==> src/rtl/rsr_pkg.sv <==
// ----------------------------------------------------------------------------
// rsr_pkg
// Shared types and constants of the residual systematic resampler: field
// widths, configuration register indexes and reset values, stage payloads.
// ----------------------------------------------------------------------------
package rsr_pkg;

    // Field widths
    localparam int COUNT_W  = 13;   // particle_count, block_length, block_count
    localparam int BNUM_W   = 13;
    localparam int OFFSET_W = 15;
    localparam int WEIGHT_W = 15;
    localparam int ADDR_W   = 12;
    localparam int REP_W    = 13;
    localparam int PROD_W   = WEIGHT_W + COUNT_W;   // weight * particle_count
    localparam int SPAN_W   = BNUM_W + COUNT_W;     // block number * block length

    // Configuration register indexes
    localparam int CFG_INDEX_W = 2;
    localparam logic [CFG_INDEX_W-1:0] REG_PARTICLE_COUNT = 2'd0;
    localparam logic [CFG_INDEX_W-1:0] REG_BLOCK_LENGTH   = 2'd1;
    localparam logic [CFG_INDEX_W-1:0] REG_BLOCK_COUNT    = 2'd2;

    // Configuration reset values
    localparam logic [COUNT_W-1:0] PARTICLE_COUNT_RST = 13'd4096;
    localparam logic [COUNT_W-1:0] BLOCK_LENGTH_RST   = 13'd128;
    localparam logic [COUNT_W-1:0] BLOCK_COUNT_RST    = 13'd32;

    typedef struct packed {
        logic [COUNT_W-1:0] particle_count;
        logic [COUNT_W-1:0] block_length;
        logic [COUNT_W-1:0] block_count;
    } cfg_t;

    // One input transaction as held in the input register
    typedef struct packed {
        logic                first;
        logic [BNUM_W-1:0]   block_number;
        logic [OFFSET_W-1:0] initial_offset;
        logic [WEIGHT_W-1:0] weight;
    } item_t;

    // Item after the multipliers
    typedef struct packed {
        logic                first;
        logic                bnum_ok;       // 1 <= block_number <= block_count
        logic [SPAN_W-1:0]   block_start;   // (block_number-1) * block_length
        logic [SPAN_W-1:0]   block_stop;    // block_number * block_length
        logic [OFFSET_W-1:0] initial_offset;
        logic [PROD_W-1:0]   product;       // weight * particle_count
    } decoded_t;

    // One result record
    typedef struct packed {
        logic [ADDR_W-1:0] write_address;
        logic [ADDR_W-1:0] particle_index;
        logic [REP_W-1:0]  replication;
        logic              last;
    } result_t;

endpackage

==> src/rtl/rsr_if.sv <==
// ----------------------------------------------------------------------------
// rsr_if
// Channel interfaces of the resampler: weight items, index records and
// configuration writes, each with valid/ready.
// ----------------------------------------------------------------------------

// Weight item channel
interface rsr_item_if;
    logic                                valid;
    logic                                ready;
    logic                                first;
    logic [rsr_pkg::BNUM_W-1:0]          block_number;
    logic [rsr_pkg::OFFSET_W-1:0]        initial_offset;
    logic [rsr_pkg::WEIGHT_W-1:0]        weight;

    modport source (output valid, first, block_number, initial_offset, weight,
                    input ready);
    modport sink   (input valid, first, block_number, initial_offset, weight,
                    output ready);
endinterface

// Index record channel
interface rsr_result_if;
    logic                                valid;
    logic                                ready;
    logic [rsr_pkg::ADDR_W-1:0]          write_address;
    logic [rsr_pkg::ADDR_W-1:0]          particle_index;
    logic [rsr_pkg::REP_W-1:0]           replication;
    logic                                last;

    modport source (output valid, write_address, particle_index, replication, last,
                    input ready);
    modport sink   (input valid, write_address, particle_index, replication, last,
                    output ready);
endinterface

// Configuration write channel
interface rsr_cfg_if;
    logic                                valid;
    logic                                ready;
    logic [rsr_pkg::CFG_INDEX_W-1:0]     index;
    logic [rsr_pkg::COUNT_W-1:0]         data;

    modport source (output valid, index, data, input ready);
    modport sink   (input valid, index, data, output ready);
endinterface

==> src/rtl/residual_systematic_resampler_top.sv <==
// ----------------------------------------------------------------------------
// residual_systematic_resampler_top
// Residual systematic resampling of one particle block per opening item,
// one index record per particle of the block.
// ----------------------------------------------------------------------------
// The block takes one weight item every clock cycle while the sink takes the
// records, and passes it through the input register, the multiplier stage and
// the result register of the update stage, in that order. Throughput is one
// item per cycle under the same condition; it is set by the residual offset
// recurrence, which closes within the single update stage (one add of the
// weight product, the offset and 2^SCALE_BITS). A record held back by the sink
// stalls the update stage, and the input once both earlier registers are full.
// An item with first = 1 opens block block_number, loads initial_offset and is
// itself the block's first particle; an invalid block number or an item
// while no block is open produces no record. Kept particles are written
// upward from the block start, discarded ones with replication 0 downward
// from the block end. Configuration writes are accepted at any time but must
// only be issued while the pipeline is empty.
// ----------------------------------------------------------------------------
module residual_systematic_resampler_top #(
    parameter int MAX_PARTICLES = 4096,
    parameter int SCALE_BITS    = 14
) (
    input  logic              clk,
    input  logic              rst_n,
    rsr_item_if.sink          items,
    rsr_result_if.source      results,
    rsr_cfg_if.sink           cfg
);

    rsr_pkg::cfg_t      cfg_val;
    rsr_pkg::item_t     in_item;
    rsr_pkg::item_t     a_item;
    logic               a_valid;
    logic               a_ready;
    rsr_pkg::decoded_t  b_item;
    logic               b_valid;
    logic               b_ready;
    rsr_pkg::result_t   res_item;

    // Pack the incoming fields
    assign in_item.first          = items.first;
    assign in_item.block_number   = items.block_number;
    assign in_item.initial_offset = items.initial_offset;
    assign in_item.weight         = items.weight;

    rsr_cfg_regs u_cfg_regs (
        .clk      (clk),
        .rst_n    (rst_n),
        .wr_valid (cfg.valid),
        .wr_ready (cfg.ready),
        .wr_index (cfg.index),
        .wr_data  (cfg.data),
        .cfg      (cfg_val)
    );

    rsr_input_stage u_input_stage (
        .clk      (clk),
        .rst_n    (rst_n),
        .up_valid (items.valid),
        .up_ready (items.ready),
        .up_item  (in_item),
        .dn_valid (a_valid),
        .dn_ready (a_ready),
        .dn_item  (a_item)
    );

    rsr_decode u_decode (
        .clk      (clk),
        .rst_n    (rst_n),
        .cfg      (cfg_val),
        .up_valid (a_valid),
        .up_ready (a_ready),
        .up_item  (a_item),
        .dn_valid (b_valid),
        .dn_ready (b_ready),
        .dn_item  (b_item)
    );

    rsr_update #(
        .MAX_PARTICLES (MAX_PARTICLES),
        .SCALE_BITS    (SCALE_BITS)
    ) u_update (
        .clk       (clk),
        .rst_n     (rst_n),
        .cfg       (cfg_val),
        .up_valid  (b_valid),
        .up_ready  (b_ready),
        .up_item   (b_item),
        .res_valid (results.valid),
        .res_ready (results.ready),
        .res_item  (res_item)
    );

    // Unpack the record
    assign results.write_address  = res_item.write_address;
    assign results.particle_index = res_item.particle_index;
    assign results.replication    = res_item.replication;
    assign results.last           = res_item.last;

endmodule

==> src/rtl/rsr_cfg_regs.sv <==
// ----------------------------------------------------------------------------
// rsr_cfg_regs
// Configuration register file: particle count, block length, block count.
// Always ready; writes to an unused index are dropped.
// ----------------------------------------------------------------------------
module rsr_cfg_regs (
    input  logic                            clk,
    input  logic                            rst_n,
    input  logic                            wr_valid,
    output logic                            wr_ready,
    input  logic [rsr_pkg::CFG_INDEX_W-1:0] wr_index,
    input  logic [rsr_pkg::COUNT_W-1:0]     wr_data,
    output rsr_pkg::cfg_t                   cfg
);

    rsr_pkg::cfg_t cfg_reg;
    rsr_pkg::cfg_t cfg_next;

    assign wr_ready = 1'b1;
    assign cfg      = cfg_reg;

    // Register write decode
    always_comb
    begin
        cfg_next = cfg_reg;
        if (wr_valid)
        begin
            unique case (wr_index)
                rsr_pkg::REG_PARTICLE_COUNT: cfg_next.particle_count = wr_data;
                rsr_pkg::REG_BLOCK_LENGTH:   cfg_next.block_length   = wr_data;
                rsr_pkg::REG_BLOCK_COUNT:    cfg_next.block_count    = wr_data;
                default:                     cfg_next                = cfg_reg;
            endcase
        end
    end

    always_ff @(posedge clk or negedge rst_n)
    begin
        if (!rst_n)
        begin
            cfg_reg.particle_count <= rsr_pkg::PARTICLE_COUNT_RST;
            cfg_reg.block_length   <= rsr_pkg::BLOCK_LENGTH_RST;
            cfg_reg.block_count    <= rsr_pkg::BLOCK_COUNT_RST;
        end
        else
        begin
            cfg_reg <= cfg_next;
        end
    end

endmodule

==> src/rtl/rsr_input_stage.sv <==
// ----------------------------------------------------------------------------
// rsr_input_stage
// Input register: captures one weight item per cycle, holds it while the
// decode stage is stalled.
// ----------------------------------------------------------------------------
module rsr_input_stage (
    input  logic            clk,
    input  logic            rst_n,
    input  logic            up_valid,
    output logic            up_ready,
    input  rsr_pkg::item_t  up_item,
    output logic            dn_valid,
    input  logic            dn_ready,
    output rsr_pkg::item_t  dn_item
);

    logic           valid_reg;
    logic           valid_next;
    rsr_pkg::item_t item_reg;
    logic           load;

    // Stage frees up whenever the next one takes the held item
    assign up_ready = !valid_reg || dn_ready;
    assign load     = up_valid && up_ready;
    assign dn_valid = valid_reg;
    assign dn_item  = item_reg;

    always_comb
    begin
        valid_next = valid_reg;
        if (up_ready)
        begin
            valid_next = up_valid;
        end
    end

    always_ff @(posedge clk or negedge rst_n)
    begin
        if (!rst_n)
        begin
            valid_reg <= 1'b0;
        end
        else
        begin
            valid_reg <= valid_next;
        end
    end

    // Payload, no reset
    always_ff @(posedge clk)
    begin
        if (load)
        begin
            item_reg <= up_item;
        end
    end

endmodule

==> src/rtl/rsr_decode.sv <==
// ----------------------------------------------------------------------------
// rsr_decode
// Decode stage: forms weight*particle_count and the block span products
// (block_number-1)*block_length and block_number*block_length, and checks
// the block number against block_count.
// ----------------------------------------------------------------------------
module rsr_decode (
    input  logic               clk,
    input  logic               rst_n,
    input  rsr_pkg::cfg_t      cfg,
    input  logic               up_valid,
    output logic               up_ready,
    input  rsr_pkg::item_t     up_item,
    output logic               dn_valid,
    input  logic               dn_ready,
    output rsr_pkg::decoded_t  dn_item
);

    logic                          valid_reg;
    logic                          valid_next;
    rsr_pkg::decoded_t             item_reg;
    rsr_pkg::decoded_t             item_next;
    logic [rsr_pkg::BNUM_W-1:0]    bnum_m1;
    logic                          load;

    assign up_ready = !valid_reg || dn_ready;
    assign load     = up_valid && up_ready;
    assign dn_valid = valid_reg;
    assign dn_item  = item_reg;

    // Multipliers and block number check
    always_comb
    begin
        bnum_m1                  = up_item.block_number - rsr_pkg::BNUM_W'(1);
        item_next.first          = up_item.first;
        item_next.bnum_ok        = (up_item.block_number != '0) &&
                                   (up_item.block_number <= cfg.block_count);
        item_next.block_start    = rsr_pkg::SPAN_W'(bnum_m1 * cfg.block_length);
        item_next.block_stop     = rsr_pkg::SPAN_W'(up_item.block_number * cfg.block_length);
        item_next.initial_offset = up_item.initial_offset;
        item_next.product        = rsr_pkg::PROD_W'(up_item.weight * cfg.particle_count);
    end

    always_comb
    begin
        valid_next = valid_reg;
        if (up_ready)
        begin
            valid_next = up_valid;
        end
    end

    always_ff @(posedge clk or negedge rst_n)
    begin
        if (!rst_n)
        begin
            valid_reg <= 1'b0;
        end
        else
        begin
            valid_reg <= valid_next;
        end
    end

    always_ff @(posedge clk)
    begin
        if (load)
        begin
            item_reg <= item_next;
        end
    end

endmodule

==> src/rtl/rsr_update.sv <==
// ----------------------------------------------------------------------------
// rsr_update
// Update stage: block state, offset recurrence, kept/discarded pointers and
// the result register. One item is handled per cycle while the result register is free.
// ----------------------------------------------------------------------------
module rsr_update #(
    parameter int MAX_PARTICLES = 4096,
    parameter int SCALE_BITS    = 14
) (
    input  logic               clk,
    input  logic               rst_n,
    input  rsr_pkg::cfg_t      cfg,
    input  logic               up_valid,
    output logic               up_ready,
    input  rsr_pkg::decoded_t  up_item,
    output logic               res_valid,
    input  logic               res_ready,
    output rsr_pkg::result_t   res_item
);

    // Offset width: the loaded offset or a residual in 1..2^SCALE_BITS
    localparam int UW = (SCALE_BITS + 1 > rsr_pkg::OFFSET_W) ? SCALE_BITS + 1
                                                              : rsr_pkg::OFFSET_W;
    // Signed width of t + 2^SCALE_BITS
    localparam int VW = ((rsr_pkg::PROD_W > UW) ? rsr_pkg::PROD_W : UW) + 2;
    localparam int FW = VW - SCALE_BITS;
    localparam int CW = rsr_pkg::COUNT_W;
    localparam int AW = rsr_pkg::ADDR_W;
    localparam logic [VW-1:0]         SCALE_ONE_V = VW'(64'd1 << SCALE_BITS);
    localparam logic [SCALE_BITS:0]   SCALE_ONE_S = (SCALE_BITS + 1)'(64'd1 << SCALE_BITS);
    localparam logic [31:0]           REP_MAX     = 32'(MAX_PARTICLES);

    // Block state
    logic          active_reg,  active_next;
    logic [UW-1:0] offset_reg,  offset_next;
    logic [AW-1:0] upper_reg,   upper_next;
    logic [AW-1:0] lower_reg,   lower_next;
    logic [CW-1:0] current_reg, current_next;
    logic [CW-1:0] end_reg,     end_next;

    // Result register
    logic              res_valid_reg, res_valid_next;
    rsr_pkg::result_t  res_reg,       res_next;

    logic          res_free;
    logic          take;
    logic          span_ok;
    logic          open_blk;
    logic          handle;
    logic [CW-1:0] from_c;
    logic [CW-1:0] to_c;
    logic [CW-1:0] cur_use;
    logic [CW-1:0] end_use;
    logic [AW-1:0] upper_use;
    logic [AW-1:0] lower_use;
    logic [UW-1:0] u_use;
    logic [VW-1:0] v;
    logic          keep;
    logic [FW-1:0] fact;
    logic [31:0]   fact_w;
    logic [31:0]   rep_sat;
    logic [SCALE_BITS:0] u_new;
    logic          is_last;

    assign res_free  = !res_valid_reg || res_ready;
    assign up_ready  = res_free;
    assign take      = up_valid && res_free;
    assign res_valid = res_valid_reg;
    assign res_item  = res_reg;

    // Block span check and bounds
    always_comb
    begin
        span_ok  = up_item.bnum_ok && (cfg.block_length != '0) &&
                   (up_item.block_start < rsr_pkg::SPAN_W'(cfg.particle_count));
        from_c   = up_item.block_start[CW-1:0];
        if (up_item.block_stop <= rsr_pkg::SPAN_W'(cfg.particle_count))
        begin
            to_c = up_item.block_stop[CW-1:0] - CW'(1);
        end
        else
        begin
            to_c = cfg.particle_count - CW'(1);
        end
        open_blk  = up_item.first && span_ok;
        handle    = open_blk || (!up_item.first && active_reg);
        cur_use   = open_blk ? from_c          : current_reg;
        end_use   = open_blk ? to_c            : end_reg;
        upper_use = open_blk ? from_c[AW-1:0]  : upper_reg;
        lower_use = open_blk ? to_c[AW-1:0]    : lower_reg;
        u_use     = open_blk ? UW'(up_item.initial_offset) : offset_reg;
        is_last   = (cur_use == end_use);
    end

    // Offset recurrence: v = w*count - u + 2^S, fact = floor(v / 2^S)
    always_comb
    begin
        v       = VW'(up_item.product) + SCALE_ONE_V - VW'(u_use);
        keep    = !v[VW-1] && (|v[VW-2:SCALE_BITS]);
        fact    = v[VW-1:SCALE_BITS];
        fact_w  = 32'(fact);
        rep_sat = (fact_w > REP_MAX) ? REP_MAX : fact_w;
        u_new   = SCALE_ONE_S - {1'b0, v[SCALE_BITS-1:0]};
    end

    // State and result next values
    always_comb
    begin
        active_next    = active_reg;
        offset_next    = offset_reg;
        upper_next     = upper_reg;
        lower_next     = lower_reg;
        current_next   = current_reg;
        end_next       = end_reg;
        res_valid_next = res_valid_reg;
        res_next       = res_reg;

        if (res_free)
        begin
            res_valid_next = take && handle;
        end

        if (take)
        begin
            if (up_item.first)
            begin
                active_next = 1'b0;
            end
            if (handle)
            begin
                offset_next  = UW'(u_new);
                current_next = cur_use + CW'(1);
                end_next     = end_use;
                active_next  = !is_last;
                res_next.particle_index = cur_use[AW-1:0];
                res_next.last           = is_last;
                if (keep)
                begin
                    res_next.write_address = upper_use;
                    res_next.replication   = rep_sat[rsr_pkg::REP_W-1:0];
                    upper_next             = upper_use + AW'(1);
                    lower_next             = lower_use;
                end
                else
                begin
                    res_next.write_address = lower_use;
                    res_next.replication   = '0;
                    upper_next             = upper_use;
                    lower_next             = lower_use - AW'(1);
                end
            end
        end
    end

    always_ff @(posedge clk or negedge rst_n)
    begin
        if (!rst_n)
        begin
            active_reg    <= 1'b0;
            offset_reg    <= '0;
            upper_reg     <= '0;
            lower_reg     <= '0;
            current_reg   <= '0;
            end_reg       <= '0;
            res_valid_reg <= 1'b0;
        end
        else
        begin
            active_reg    <= active_next;
            offset_reg    <= offset_next;
            upper_reg     <= upper_next;
            lower_reg     <= lower_next;
            current_reg   <= current_next;
            end_reg       <= end_next;
            res_valid_reg <= res_valid_next;
        end
    end

    always_ff @(posedge clk)
    begin
        res_reg <= res_next;
    end

    // An open block never runs past its final particle
    assert property (@(posedge clk) disable iff (!rst_n)
        active_reg |-> (current_reg <= end_reg))
        else $error("rsr_update: current particle beyond block end");

    // The final record of a block closes it
    assert property (@(posedge clk) disable iff (!rst_n)
        (take && handle && is_last) |=> !active_reg)
        else $error("rsr_update: block still open after its last record");

    // After a handled item the residual lies in 1..2^SCALE_BITS
    assert property (@(posedge clk) disable iff (!rst_n)
        (take && handle) |=> ((offset_reg != '0) && (offset_reg <= UW'(SCALE_ONE_S))))
        else $error("rsr_update: residual offset out of range");

    // A record is produced exactly for handled items
    assert property (@(posedge clk) disable iff (!rst_n)
        res_free |=> (res_valid_reg == $past(take && handle)))
        else $error("rsr_update: result valid does not match handled item");

endmodule
==> src/flat_wrapper.sv <==
// flat-port wrapper written by rule: the top's interface ports become plain ports
module residual_systematic_resampler_top_flat 
#(
    parameter int MAX_PARTICLES = 4096,
    parameter int SCALE_BITS    = 14
)
  (clk, rst_n, items_valid, items_first, items_block_number, items_initial_offset, items_weight, items_ready, results_valid, results_write_address, results_particle_index, results_replication, results_last, results_ready, cfg_valid, cfg_index, cfg_data, cfg_ready);
  rsr_item_if items_i ();
  rsr_result_if results_i ();
  rsr_cfg_if cfg_i ();
  input  logic clk;
  input  logic rst_n;
  input wire logic [$bits(items_i.valid)-1:0] items_valid;
  input wire logic [$bits(items_i.first)-1:0] items_first;
  input wire logic [$bits(items_i.block_number)-1:0] items_block_number;
  input wire logic [$bits(items_i.initial_offset)-1:0] items_initial_offset;
  input wire logic [$bits(items_i.weight)-1:0] items_weight;
  output wire logic [$bits(items_i.ready)-1:0] items_ready;
  output wire logic [$bits(results_i.valid)-1:0] results_valid;
  output wire logic [$bits(results_i.write_address)-1:0] results_write_address;
  output wire logic [$bits(results_i.particle_index)-1:0] results_particle_index;
  output wire logic [$bits(results_i.replication)-1:0] results_replication;
  output wire logic [$bits(results_i.last)-1:0] results_last;
  input wire logic [$bits(results_i.ready)-1:0] results_ready;
  input wire logic [$bits(cfg_i.valid)-1:0] cfg_valid;
  input wire logic [$bits(cfg_i.index)-1:0] cfg_index;
  input wire logic [$bits(cfg_i.data)-1:0] cfg_data;
  output wire logic [$bits(cfg_i.ready)-1:0] cfg_ready;
  assign items_i.valid = items_valid;
  assign items_i.first = items_first;
  assign items_i.block_number = items_block_number;
  assign items_i.initial_offset = items_initial_offset;
  assign items_i.weight = items_weight;
  assign items_ready = items_i.ready;
  assign results_valid = results_i.valid;
  assign results_write_address = results_i.write_address;
  assign results_particle_index = results_i.particle_index;
  assign results_replication = results_i.replication;
  assign results_last = results_i.last;
  assign results_i.ready = results_ready;
  assign cfg_i.valid = cfg_valid;
  assign cfg_i.index = cfg_index;
  assign cfg_i.data = cfg_data;
  assign cfg_ready = cfg_i.ready;
  residual_systematic_resampler_top #(.MAX_PARTICLES(MAX_PARTICLES), .SCALE_BITS(SCALE_BITS)) u_core (.clk(clk), .rst_n(rst_n), .items(items_i), .results(results_i), .cfg(cfg_i));
endmodule
==> config.mk <==
export PLATFORM = sky130hd
export DESIGN_NAME = residual_systematic_resampler_top_flat
export DESIGN_NICKNAME = d
export VERILOG_FILES = /design/src/rtl/rsr_pkg.sv /design/src/rtl/rsr_if.sv /design/src/rtl/residual_systematic_resampler_top.sv /design/src/rtl/rsr_cfg_regs.sv /design/src/rtl/rsr_input_stage.sv /design/src/rtl/rsr_decode.sv /design/src/rtl/rsr_update.sv /design/src/flat_wrapper.sv
export SDC_FILE = /design/constraint.sdc
export NUM_CORES = 2
export LEC_CHECK = 0
export BUFFER_PORTS_ARGS = -buffer_cell sky130_fd_sc_hd__buf_4
export CAP_MARGIN = 25
export CORE_UTILIZATION = 50
export CTS_CLUSTER_DIAMETER = 120
export DETAILED_ROUTE_END_ITERATION = 6
export PLACE_DENSITY = 0.72
export SLEW_MARGIN = 5
export SYNTH_ARGS = -nofsm -noshare
export SYNTH_HDL_FRONTEND = slang
export SYNTH_SLANG_ARGS = --single-unit
==> constraint.sdc <==
create_clock -name clk -period 7.9 [get_ports clk]
set_input_delay 1.975 -clock clk [delete_from_list [all_inputs] [get_ports clk]]
set_output_delay 1.975 -clock clk [all_outputs]
set_load 0.01 [all_outputs]
## Yosys cells after proc, flatten, opt, wreduce, memory -nomap -nowiden

Index checks and enable logic that the tools add are counted.

- Flip-flop bits (word level): 287
- Latch bits: 0
- RAM bits: 0
- Memory bits (read-only): 0
- Input bits: 64
- Word-level logic and storage cells: 90
- Memories kept: 0

- Add/subtract/negate cells: 9
- Multipliers: 3
- Divide/modulo/power cells: 0
- $lt $le $gt $ge: 4
- Eq/ne operators: 3
- Shifts and indexed selects: 0
- Multiplexer cells: 12
- Bitwise operators: 1
- Reductions and logical operators: 31

Operator list:

| kind | number |
|---|---|
| two-way mux 12 bit | 5 |
| multiplier 13 x 13 -> 26 bit | 2 |
| two-way mux 13 bit | 4 |
| subtractor 13 x 1 -> 13 bit, second input constant | 3 |
| subtractor 29 x 15 -> 30 bit | 1 |
| adder 28 x 15 -> 29 bit, second input constant | 1 |
| multiplier 15 x 13 -> 28 bit | 1 |
| less-or-equal comparator 26 x 13 -> 1 bit | 1 |
| < comparator 26 x 13 -> 1 bit | 1 |
| nonzero test 13 bit | 2 |
| greater-than comparator 16 x 13 -> 1 bit, second input constant | 1 |
| two-way mux 15 bit | 1 |
| OR reduction 15 bit | 1 |
| subtractor 15 x 14 -> 15 bit, first input constant | 1 |
| adder 13 x 1 -> 13 bit, second input constant | 1 |
| == test 13 bit | 1 |
| less-or-equal comparator 13 bit | 1 |
| adder 12 x 1 -> 12 bit, second input constant | 1 |
| subtractor 12 x 1 -> 12 bit, second input constant | 1 |
| logical AND 1 bit | 10 |
| AND reduction 2 bit | 5 |
| zero test 1 bit | 6 |
| logical OR 1 bit | 4 |
| == test 2 x 1 -> 1 bit, second input constant | 1 |
| other kinds (6) | 7 |

## Depth between registers and ports, before layout

- Word-level depth: 10
- Gate-level depth with buffers: 36

## Cells and area by module

A second synthesis with hierarchy kept.

- Cell total of the unflattened synthesis: 3,415
- Area, all modules: 32,854.0 µm²

Modules (own cells, without submodules):

| module | times used | cells an instance | area an instance (µm²) | sequential area each (µm²) |
|---|---|---|---|---|
| rsr_decode | 1 | 2,190 | 20,776.2 | 2,937.8 |
| rsr_update | 1 | 1,091 | 9,222.6 | 2,817.7 |
| rsr_cfg_regs | 1 | 86 | 1,480.2 | 979.7 |
| rsr_input_stage | 1 | 48 | 1,375.1 | 1,346.3 |

## Worst setup path after synthesis

Ideal clock, no wire load.

- Path kind: reg-to-reg
- Start: register u_core.u_input_stage.item_reg, in the netlist u_core.u_input_stage.dn_item[30]
- End: register u_core.u_decode.item_reg, in the netlist u_core.u_decode.dn_item[94], data pin
- Setup time: 0.260 ns
- Arrival: 7.011 ns
- Data required time: 7.640 ns
- Path slack: 0.629 ns
- Stages on the path, launching flop included: 32
- Path buffers: 3
- Path through: edfxtp_1 > clkbuf_1 > clkbuf_1 > inv_1 > ha_1 > inv_1 > or3_1 > xnor2_1 > clkbuf_1 > nand2_1 > fa_1 > inv_1 > fa_1 > ha_1 > ha_1 > inv_1 > fa_1 > inv_1 > ha_1 > a21o_1 > a21oi_1 > o21bai_1 > a21oi_1 > o21ai_1 > a21oi_1 > a21oi_1 > o41a_1 > a221o_1 > or4_1 > a31o_2 > a21oi_1 > xnor2_1

RTL lines:

| item | line | source |
|---|---|---|
| start: declaration | rsr_input_stage.sv:19 | `rsr_pkg::item_t item_reg;` |
| start signal: assignment | rsr_input_stage.sv:54 | `item_reg <= up_item;` |
| end signal: assignment | rsr_decode.sv:69 | `item_reg <= item_next;` |
| end: declaration | rsr_decode.sv:21 | `rsr_pkg::decoded_t item_reg;` |

==> impl_metrics.csv <==
group,metric,value,unit
floorplanning,ios,105,
finish,register_area,8080,µm²
setup_path,cpMostUsedCell,"fa_1",
worst_hold_path,hold_path_depth,0,
global_route,antenna_found_initial,1,
setup_path,crit_fanout,6,
drt,drt-total-wl,73300,µm
worst_hold_path,hold_path_end,"u_core.u_decode.dn_item[96]",
setup_path,crit_path_end_kind,"flip-flop",
finish,multi_input_area,21500,µm²
global_route,grt_pass1_wl,123000,µm
finish,nets,4121,
logic_synthesis,synth_nets,4067,
logic_synthesis,ys_ff_latch,287,
logic_synthesis,yosysWarnings,0,
logic_synthesis,yosys.area_share.simple,15.6,%
logic_synthesis,avgSynthCellArea,9.68,µm²
drt,top_layer,"met4",
timing,finalClockSkew,0.0244,ns
clock_network,cts_buffers,36,
logic_synthesis,synth_xor_area_share,4.39,%
finish,layout.cells.non_filler,4243,
floorplanning,die_w,255,µm
timing,setup_viol,0,
timing,slew_headroom,41.1,%
floorplanning,row_count,92,
logic_synthesis,synth_compound_area_share,7.69,%
setup_path,path_class,"flip-flop to flip-flop",
finish,fillers,5527,
drt,drc,0,
timing,hold_viol,0,
worst_hold_path,worstHoldStart,"u_core.u_input_stage.dn_item[43]",
drt,wl_met1,32300,µm
placement,place_congestion,0.879,
setup_path,startpoint_type,"flip-flop",
placement,hpwl,55700,µm
logic_synthesis,async_flop_share,37.6,%
worst_hold_path,hold_class,"flip-flop to flip-flop",
logic_synthesis,synth_edf_count,179,
outcome,outcome,"finished clean",
finish,final_area,35000,µm²
placement,dp_worst_setup_slack,0.228,ns
global_route,grt_max_degree,99,
drt,routed-wl-met2,35400,µm
clock_network,post_cts_resize_count,0,
logic_synthesis,synth_top_family_by_area,"adder cells",
setup_path,r2r_slack,0.45,ns
clock_network,clk_pin_slew_worst_paths,0.06,ns
floorplanning,start_util,50.8,%
setup_path,r2r_start,"u_core.u_input_stage.dn_item[34]",
clock_network,htreeDepth,2,
placement,place_area,33800,µm²
setup_path,crit_slowest_cell,"fa_1",
timing,finalCritPeriodShare,94.3,%
logic_synthesis,syn_area,32100,µm²
logic_synthesis,synth_mux_area_share,3.28,%
logic_synthesis,synth_area_leaders,"fa_1, edfxtp_1, ha_1, dfrtp_1, inv_1",
global_route,grt.total_usage,23.3,%
placement,numPortBuffers,103,
timing,setup-tns-final,0,ns
clock_network,cts.sink_count,287,
logic_synthesis,syn_inst,3315,
timing,tightest_slew,0.884,ns
run,maxCapViolCount,0,
clock_network,cts_tree,"done",
drt,ant_nets,0,
floorplanning,core,63200,µm²
placement,post-place-cells,4177,
logic_synthesis,synthAdderAreaFrac,35.9,%
setup_path,worstRegToRegCells,25,
setup_path,regToRegEndpoint,"u_core.u_decode.dn_item[94]",
clock_network,cts_setup_buffers,0,
setup_path,max_stage_delay,0.54,ns
clock_network,clockBufferDepth,3,
logic_synthesis,ys.flop_type,"edfxtp_1",
logic_synthesis,yosys.cell_count.top_type,"inv_1",
finish,largest_reg_flops,97,
timing,max_clock_freq,134,MHz
drt,wl_per_cell,17.3,µm
timing,min_period,7.45,ns
drt,met3_length,3680,µm
setup_path,crit_required,8.20,ns
timing,final.setup.worst_slack,0.452,ns
drt,drtIter0Drc,1231,
finish,drive_gt1_share,8.89,%
setup_path,cp_data_arrival_time,7.75,ns
finish,antennaDiodeCount,0,
global_route,grt_pass1_vias,23800,
clock_network,cts-root-buf,"clkbuf_16",
drt,vias_per_cell,5.38,
logic_synthesis,yosysSeqAreaShare,25.2,%
timing,drv_slew,0,
timing,rsz0062_at_grt,"false",
global_route,grt-ovfl-total,0,
floorplanning,dieArea,65200,µm²
clock_network,worstSkewPairLatency,0.57,ns
floorplanning,die_y,255,µm
drt,vias,22800,
drt,firstDrtPassIters,6,
clock_network,ctsHoldBuffers,0,
logic_synthesis,yosys.area.top_type_share,24.1,%
logic_synthesis,ys_types,83,
logic_synthesis,yosysTopAreaCell,"fa_1",
finish,synthToLayoutAreaGrowth,9.09,%
logic_synthesis,synth_common_cells,"inv_1, nand2_1, fa_1",
-- per-stage QoR --
stage	utilization, %	hold slack, ns
6_report	55.4	0.415
5_1_grt	55.4	0.435
4_1_cts	55.3	0.421
3_5_place_dp	53.5	0.405
3_3_place_gp	53.5	0.402
2_1_floorplan	-	0.400
-- critical path, delay by kind of cell (launching register included) --
kind                       cells  cell delay (ns)
AOI/OAI and AO/OA              6             1.46
adders and majority gates      6             2.84
xor gates and xnor gates       2             0.26
and+or+nand+nor                7             2.04
buffers and inverters          4             0.20
DFF                            1             0.40
-- worst max-delay path by stage --
stage                                     startpoint                          end  slack, ns  cells past startpoint
floorplan           u_core.u_input_stage.dn_item[30]  u_core.u_decode.dn_item[94]       0.63                     31
global route        u_core.u_input_stage.dn_item[34]  u_core.u_decode.dn_item[94]       0.06                     25
finish              u_core.u_input_stage.dn_item[34]  u_core.u_decode.dn_item[94]       0.45                     25
CTS                 u_core.u_input_stage.dn_item[34]  u_core.u_decode.dn_item[94]       0.19                     25
global placement    u_core.u_input_stage.dn_item[34]  u_core.u_decode.dn_item[94]       0.47                     25
detailed placement  u_core.u_input_stage.dn_item[34]  u_core.u_decode.dn_item[94]       0.23                     25
-- layout make-up --
| class | instances | share of cell area, % |
|---|---|---|
| Tap cell | 846 | 3.02 |
| Multi-Input combinational cell | 2356 | 61.5 |
| Sequential cell | 287 | 23.1 |
| Clock inverter | 22 | 0.572 |
| Inverter | 524 | 5.62 |
| Clock buffer | 44 | 2.69 |
| Timing Repair Buffer | 164 | 3.55 |
-- logic make-up (layout without fill, tap and decap cells) --
group                    count (synthesis)  in the layout
other                                    1              1
multiplexers                           100            100
flip-flops                             287            287
AND/OR/NAND/NOR                       1033           1033
adder cells (fa/ha/maj)                688            688
XOR/XNOR                               161            161
AO/OA/AOI/OAI                          373            373
buffers and inverters                  672            754
-- per-layer routing --
layer | vias up | global-route usage [%]
met2 | 585 | 39.6
li1 | 10800 | -
met5 | - | 0
met3 | 112 | 3.06
met4 | 0 | 6.61
met1 | 11400 | 31.0
-- layout by cell type (no fill, tap or decap), types with 6 or more instances in the layout --
cell,netlist,final
o21a_1,21,20
nor2b_1,27,27
a211o_1,6,6
or4_1,7,7
and3_1,16,16
clkinv_1,0,6
nand4_1,17,17
buf_4,5,163
or3_1,9,9
o21bai_1,8,8
nand3_1,43,42
and2_1,226,224
clkbuf_1,118,7
a31oi_1,8,8
nor3_1,38,37
clkinv_2,0,6
nand2_1,465,465
nor2_1,112,112
a21o_1,41,41
ha_1,302,302
mux2_2,39,39
and4_1,6,6
o21ai_0,101,101
a21oi_1,97,97
nand2b_1,25,25
mux2i_1,60,60
dfrtp_1,105,105
o21ai_1,7,6
xor2_1,61,60
fa_1,386,386
edfxtp_1,179,179
clkbuf_16,0,36
xnor2_1,100,99
a211oi_1,16,16
inv_1,523,522
nor4_1,14,13
nand3b_1,8,8
Power is not shown: default switching activity piles up to over one toggle a cycle in this logic, so the estimate is an artifact.
